[src/rtl/bec_pkg.sv]
// Shared constants, types and the per-byte decode function of the backslash escape codec.
`default_nettype none

package bec_pkg;

    localparam logic [7:0] CH_BACKSLASH = 8'h5C;
    localparam logic [7:0] CH_LOWER_N   = 8'h6E;
    localparam logic [7:0] CH_LOWER_R   = 8'h72;
    localparam logic [7:0] CH_NEWLINE   = 8'h0A;
    localparam logic [7:0] CH_RETURN    = 8'h0D;

    localparam logic DIR_ESCAPE   = 1'b0;
    localparam logic DIR_UNESCAPE = 1'b1;

    // One output byte with its two marks.
    typedef struct packed {
        logic [7:0] data;
        logic       run_end;
        logic       string_end;
    } bec_result_t;

    // Everything one input byte produces.
    typedef struct packed {
        logic [1:0]  count;
        bec_result_t first;
        bec_result_t second;
        logic        pending_next;
    } bec_decode_t;

    function automatic bec_decode_t bec_decode(
        input logic       direction,
        input logic       pending,
        input logic [7:0] in_byte,
        input logic       last_byte
    );
        bec_decode_t d;
        d.count        = 2'd1;
        d.first        = '{data: in_byte, run_end: 1'b1, string_end: last_byte};
        d.second       = '{data: in_byte, run_end: 1'b1, string_end: last_byte};
        d.pending_next = 1'b0;
        if (direction == DIR_ESCAPE) begin
            if (in_byte == CH_BACKSLASH || in_byte == CH_NEWLINE || in_byte == CH_RETURN) begin
                d.count       = 2'd2;
                d.first       = '{data: CH_BACKSLASH, run_end: 1'b0, string_end: 1'b0};
                if (in_byte == CH_NEWLINE) begin
                    d.second.data = CH_LOWER_N;
                end else if (in_byte == CH_RETURN) begin
                    d.second.data = CH_LOWER_R;
                end else begin
                    d.second.data = CH_BACKSLASH;
                end
            end
        end else if (pending) begin
            if (in_byte == CH_BACKSLASH) begin
                d.first.data = CH_BACKSLASH;
            end else if (in_byte == CH_LOWER_N) begin
                d.first.data = CH_NEWLINE;
            end else if (in_byte == CH_LOWER_R) begin
                d.first.data = CH_RETURN;
            end else begin
                // Unknown escape: the held backslash goes out ahead of the byte.
                d.count = 2'd2;
                d.first = '{data: CH_BACKSLASH, run_end: 1'b0, string_end: 1'b0};
            end
        end else if (in_byte == CH_BACKSLASH && !last_byte) begin
            d.count        = 2'd0;
            d.pending_next = 1'b1;
        end
        return d;
    endfunction

endpackage

`default_nettype wire

[src/rtl/backslash_escape_codec.sv]
// Top level of the backslash escape codec: input register, decode and output register.
`default_nettype none

// Backslash escape codec for byte streams.
// The slave channel (s_) carries one character per request, with s_tlast marking
// the final character of a string. The master channel (m_) carries one output
// byte per request; m_tlast marks the last byte caused by an input character and
// m_tuser marks the final byte of the whole string.
// cfg_wr_en/cfg_wr_data write the direction register (0 escapes, 1 unescapes);
// every write also drops a held backslash. Write only while the block is idle.
// An accepted character lands in the input register; its first output byte is
// then loaded into the output register once that register is free. A character
// that yields one byte retires as that byte is loaded and one that yields none
// retires at once, so such characters stream at one per cycle while the receiver
// keeps up. A character that yields two bytes stays in the input register until
// both are loaded, since the single output register takes one byte per cycle
// when not stalled. A backslash held in unescape mode yields no byte.
// When the receiver stalls, the output register holds its byte and a character
// with bytes to send waits in the input register, s_tready low, until the stall clears.
// Reset (synchronous, active low) empties both registers, clears the held
// backslash and sets the escape direction.
module backslash_escape_codec (
    input  wire logic       aclk,
    input  wire logic       aresetn,
    input  wire logic       cfg_wr_en,
    input  wire logic       cfg_wr_data,
    input  wire logic       s_tvalid,
    output logic            s_tready,
    input  wire logic [7:0] s_tdata,   // [7:0] in_byte
    input  wire logic       s_tlast,   // last_byte
    output logic            m_tvalid,
    input  wire logic       m_tready,
    output logic [7:0]      m_tdata,   // [7:0] out_byte
    output logic            m_tlast,   // run_end
    output logic            m_tuser    // [0] string_end
);

    logic                 direction_reg;
    logic                 pending_reg;
    logic                 pending_next;

    // Input register: the character being worked on.
    logic                 in_valid_reg;
    logic [7:0]           in_byte_reg;
    logic                 in_last_reg;

    // Which of the character's output bytes goes out next.
    logic                 sel_reg;
    logic                 sel_next;

    // Output register.
    logic                 out_valid_reg;
    bec_pkg::bec_result_t out_reg;

    bec_pkg::bec_decode_t dec;
    bec_pkg::bec_result_t chosen;
    logic                 out_free;
    logic                 out_load;
    logic                 retire;
    logic                 accept;

    always_comb begin
        dec = bec_pkg::bec_decode(direction_reg, pending_reg, in_byte_reg, in_last_reg);
    end

    assign chosen   = sel_reg ? dec.second : dec.first;
    assign out_free = !out_valid_reg || m_tready;

    // A character that yields nothing retires without touching the output side;
    // otherwise each free output slot takes one of its bytes, the last one retiring it.
    always_comb begin
        out_load = 1'b0;
        retire   = 1'b0;
        sel_next = sel_reg;
        if (in_valid_reg) begin
            if (dec.count == 2'd0) begin
                retire = 1'b1;
            end else if (out_free) begin
                out_load = 1'b1;
                if (sel_reg || dec.count == 2'd1) begin
                    retire   = 1'b1;
                    sel_next = 1'b0;
                end else begin
                    sel_next = 1'b1;
                end
            end
        end
    end

    assign s_tready = !in_valid_reg || retire;
    assign accept   = s_tvalid && s_tready;

    always_comb begin
        pending_next = pending_reg;
        if (cfg_wr_en) begin
            pending_next = 1'b0;
        end else if (retire) begin
            pending_next = dec.pending_next;
        end
    end

    always_ff @(posedge aclk) begin
        if (!aresetn) begin
            direction_reg <= bec_pkg::DIR_ESCAPE;
            pending_reg   <= 1'b0;
            in_valid_reg  <= 1'b0;
            sel_reg       <= 1'b0;
            out_valid_reg <= 1'b0;
        end else begin
            if (cfg_wr_en) begin
                direction_reg <= cfg_wr_data;
            end
            pending_reg <= pending_next;
            sel_reg     <= sel_next;
            if (accept) begin
                in_valid_reg <= 1'b1;
            end else if (retire) begin
                in_valid_reg <= 1'b0;
            end
            if (out_load) begin
                out_valid_reg <= 1'b1;
            end else if (m_tready) begin
                out_valid_reg <= 1'b0;
            end
        end
    end

    // Payload registers carry no reset.
    always_ff @(posedge aclk) begin
        if (accept) begin
            in_byte_reg <= s_tdata;
            in_last_reg <= s_tlast;
        end
        if (out_load) begin
            out_reg <= chosen;
        end
    end

    assign m_tvalid = out_valid_reg;
    assign m_tdata  = out_reg.data;
    assign m_tlast  = out_reg.run_end;
    assign m_tuser  = out_reg.string_end;

endmodule

`default_nettype wire
[config.mk]
export PLATFORM = sky130hd
export DESIGN_NAME = backslash_escape_codec
export DESIGN_NICKNAME = d
export VERILOG_FILES = /design/src/rtl/bec_pkg.sv /design/src/rtl/backslash_escape_codec.sv
export SDC_FILE = /design/constraint.sdc
export NUM_CORES = 1
export LEC_CHECK = 0
export BUFFER_PORTS_ARGS = -buffer_cell sky130_fd_sc_hd__buf_4
export CORE_MARGIN = 2
export CORE_UTILIZATION = 25
export CTS_CLUSTER_DIAMETER = 50
export DETAILED_ROUTE_END_ITERATION = 7
export GPL_TIMING_DRIVEN = 0
export PLACE_DENSITY = 0.53
export REMOVE_ABC_BUFFERS = 1
export SLEW_MARGIN = 20
export SYNTH_ARGS = -nofsm -noshare
export SYNTH_HDL_FRONTEND = slang
export SYNTH_SLANG_ARGS = --single-unit
[constraint.sdc]
create_clock -name aclk -period 3.5 [get_ports aclk]
set_clock_uncertainty 0.2 [all_clocks]
set_input_delay 0.525 -clock aclk [delete_from_list [all_inputs] [get_ports aclk]]
set_output_delay 0.525 -clock aclk [all_outputs]
set_load 0.005 [all_outputs]
==> impl_metrics.ini <==
[run_status]
status = finished, final reports clean

[floorplanning]
dieArea_sq_um = 5580
core_region_area_sq_um = 4790
initial_core_util = 0.261
die_x_um = 74.7
rows = 25
fp.dieH_um = 74.7
io_pins = 27

[global_route]
grt_antenna_before_repair = 0
track_usage = 0.0990
grt_max_degree = 14
gr-total-overflow = 0
grt_pass1_wl_mm = 4.26
grt_pass1_vias = 906

[finish]
final_common_cell = buf_4
area_growth_pct = 23.9
final_cell_mix = buf_4 (26), edfxtp_1 (19), nand2_1 (11)
drive_above_1_share = 0.269
fin_cells = 201
fillers = 487
final_area_sq_um = 1550
antennaDiodeCount = 0
nets = 150

[setup_path]
crit_path_start_kind = flop
rrSetupSlack_ns = 0.75
endpoint_kind = flop
crit_family = compound AO/OA/AOI/OAI gates
r2r_cells = 5
worstSetupStartpoint = in_byte_reg[4]$_DFFE_PP_
regToRegStartpoint = in_byte_reg[4]$_DFFE_PP_
critPathMaxFanout = 10
regToRegEndpoint = in_byte_reg[5]$_DFFE_PP_
crit_buf_inv = 0
critPathKind = flop to flop
crit_required_ns = 3.21
crit_slowest_cell = a21boi_1
critPathArrivalTime_ns = 2.46
cpPeakStageDelay_ns = 0.66
path_cells = and3b_1 -> o211ai_1 -> a2bb2oi_2 -> o221ai_2 -> a21boi_1

[power]
cellLeakagePower_nw = 0.570
ir_worst_vdd_mv = 0.181
power.density_nw_per_um2 = 364

[routing]
totalWireLength_mm = 2.48
avgViaCountPerCell = 4.57
dr.pass1.iters = 4
postRouteAntennaNets = 0
vias = 919
wire_per_inst_um = 12.3
drc = 0
drt_iter0_drc = 38

[timing]
drv_slew = 0
rsz0062_at_grt = false
tightest_slew_ns = 0.793
finalHoldViolations = 0
hold_ws_ns = 0.221
slew_headroom = 0.469
max_freq_ghz = 0.363
fin_tns_setup_ns = 0
post-route-period-util = 0.787
setup_viol = 0
min_period_ns = 2.75

[clock_network]
cts.sinks = 24
h-tree-depth = 1
clock_path_buffers = 2
cts_resized = 0
clock_latency_ns = 0.27
cts_root_buf = clkbuf_8
ctsHoldBuffers = 0
tritoncts = built
cts.clk_slew.worst_paths_ns = 0.08
post_cts_buffers = 0
numCtsBuffers = 3

[flow_run]
maxCapViolCount = 0

[synth]
synth_cell_types = 37
netlist_top_cells_area = edfxtp_1 (46%), dfxtp_1 (8.0%), nand2_1 (3.3%)
synth_area_per_cell_sq_um = 11.6
syn_inst = 108
syn_area_sq_um = 1250
yosys.area.top_type = edfxtp_1
synth_xor_area_frac = 0
synth_mux_area_frac = 0.0240
yosysWarnings = 0
synthAdderAreaFrac = 0
synth_seq_cells = 24
yosysSeqAreaShare = 0.537
synthSimpleGateAreaFrac = 0.258
synth_top_area_share = 0.456
synth_top_family_by_area = simple AND/OR/NAND/NOR gates
synth_compound_area_frac = 0.155

[worst_hold_path]
hold_end = in_byte_reg[4]$_DFFE_PP_
min_from = s_tdata[4]
whs_path_depth = 1
min-delay-path-class = primary input to flop

[placed_design]
dpl.hpwl_mm = 1.86
port_buffers = 26
routabilityCongestion = 0.817
dp_cells = 197
dpl_cell_area_sq_um = 1500
[synth_stat cells]
library cell,count
nand2_1,11
nand4_1,2
a21boi_0,3
nor2b_1,4
o211ai_1,4
edfxtp_1,19
a2bb2oi_2,1
nand3_1,4
a21boi_1,1
dfxtp_1,5
o21ai_0,8
mux2i_1,3
o2bb2ai_1,1
or2_1,1
a21oi_1,2
nor3b_1,4
nor3_1,1
o221a_1,1
nand3b_1,1
and4b_1,2
nand2b_4,1
inv_1,2
nor4b_4,1
o2111a_1,1
a22o_1,1
buf_6,1
nor3b_2,2
clkbuf_1,1
o22ai_1,1
buf_2,2
nor2_1,6
and2_1,2
o221ai_2,1
o21a_1,1
nand2b_1,3
and4bb_2,1
and3b_1,3
[cells by family (layout without fill, tap and decap cells)]
logic type | after synthesis | count (layout)
buf+inv | 6 | 32
mux | 3 | 3
compound gates | 26 | 26
flops | 24 | 24
simple gates | 49 | 49
[routing by layer]
layer  wire [um]  track usage  vias to the layer above
li1            -            -                      461
met1        1190        0.134                      427
met2        1080        0.148                       26
met3         142       0.0201                        5
met4          64       0.0556                        0
met5           0            0                        -
[cell type report]
cell class / count / area [sq um] / share of cell area
Clock buffer: 4 / 45.0 / 0.0291
Inverter: 2 / 7.51 / 0.00485
Multi-Input combinational cell: 78 / 547 / 0.353
Sequential cell: 24 / 671 / 0.433
Tap cell: 67 / 83.8 / 0.0541
Timing Repair Buffer: 26 / 195 / 0.126
[metrics by stage]
step | worst slack, ns | power, mW | utilization
floorplan | 0.875 | 0.370 | -
global placement | 0.498 | 0.399 | 0.314
detailed placement | 0.408 | 0.401 | 0.314
CTS | 0.387 | 0.570 | 0.324
global route | 0.562 | 0.588 | 0.324
finish | 0.747 | 0.564 | 0.324
[power breakdown]
part           leakage [nW]  internal [mW]  switching (mW)  total (mW)
Combinational         0.328         0.0325          0.0222      0.0547
Sequential            0.219          0.324          0.0158       0.340
Clock                0.0228         0.0816          0.0884       0.170
Total                 0.570          0.438           0.126       0.564
[worst max-delay path by stage]
| stage | end | slack [ns] | cells past startpoint |
|---|---|---|---|
| global placement | in_byte_reg[6]$_DFFE_PP_ | 0.50 | 5 |
| detailed placement | in_byte_reg[6]$_DFFE_PP_ | 0.41 | 5 |
| global route | in_byte_reg[1]$_DFFE_PP_ | 0.56 | 5 |
| CTS | in_byte_reg[5]$_DFFE_PP_ | 0.39 | 5 |
| floorplan | in_byte_reg[0]$_DFFE_PP_ | 0.87 | 5 |
| finish | in_byte_reg[5]$_DFFE_PP_ | 0.75 | 5 |
No activity file was read; power rests on OpenSTA's default activity.
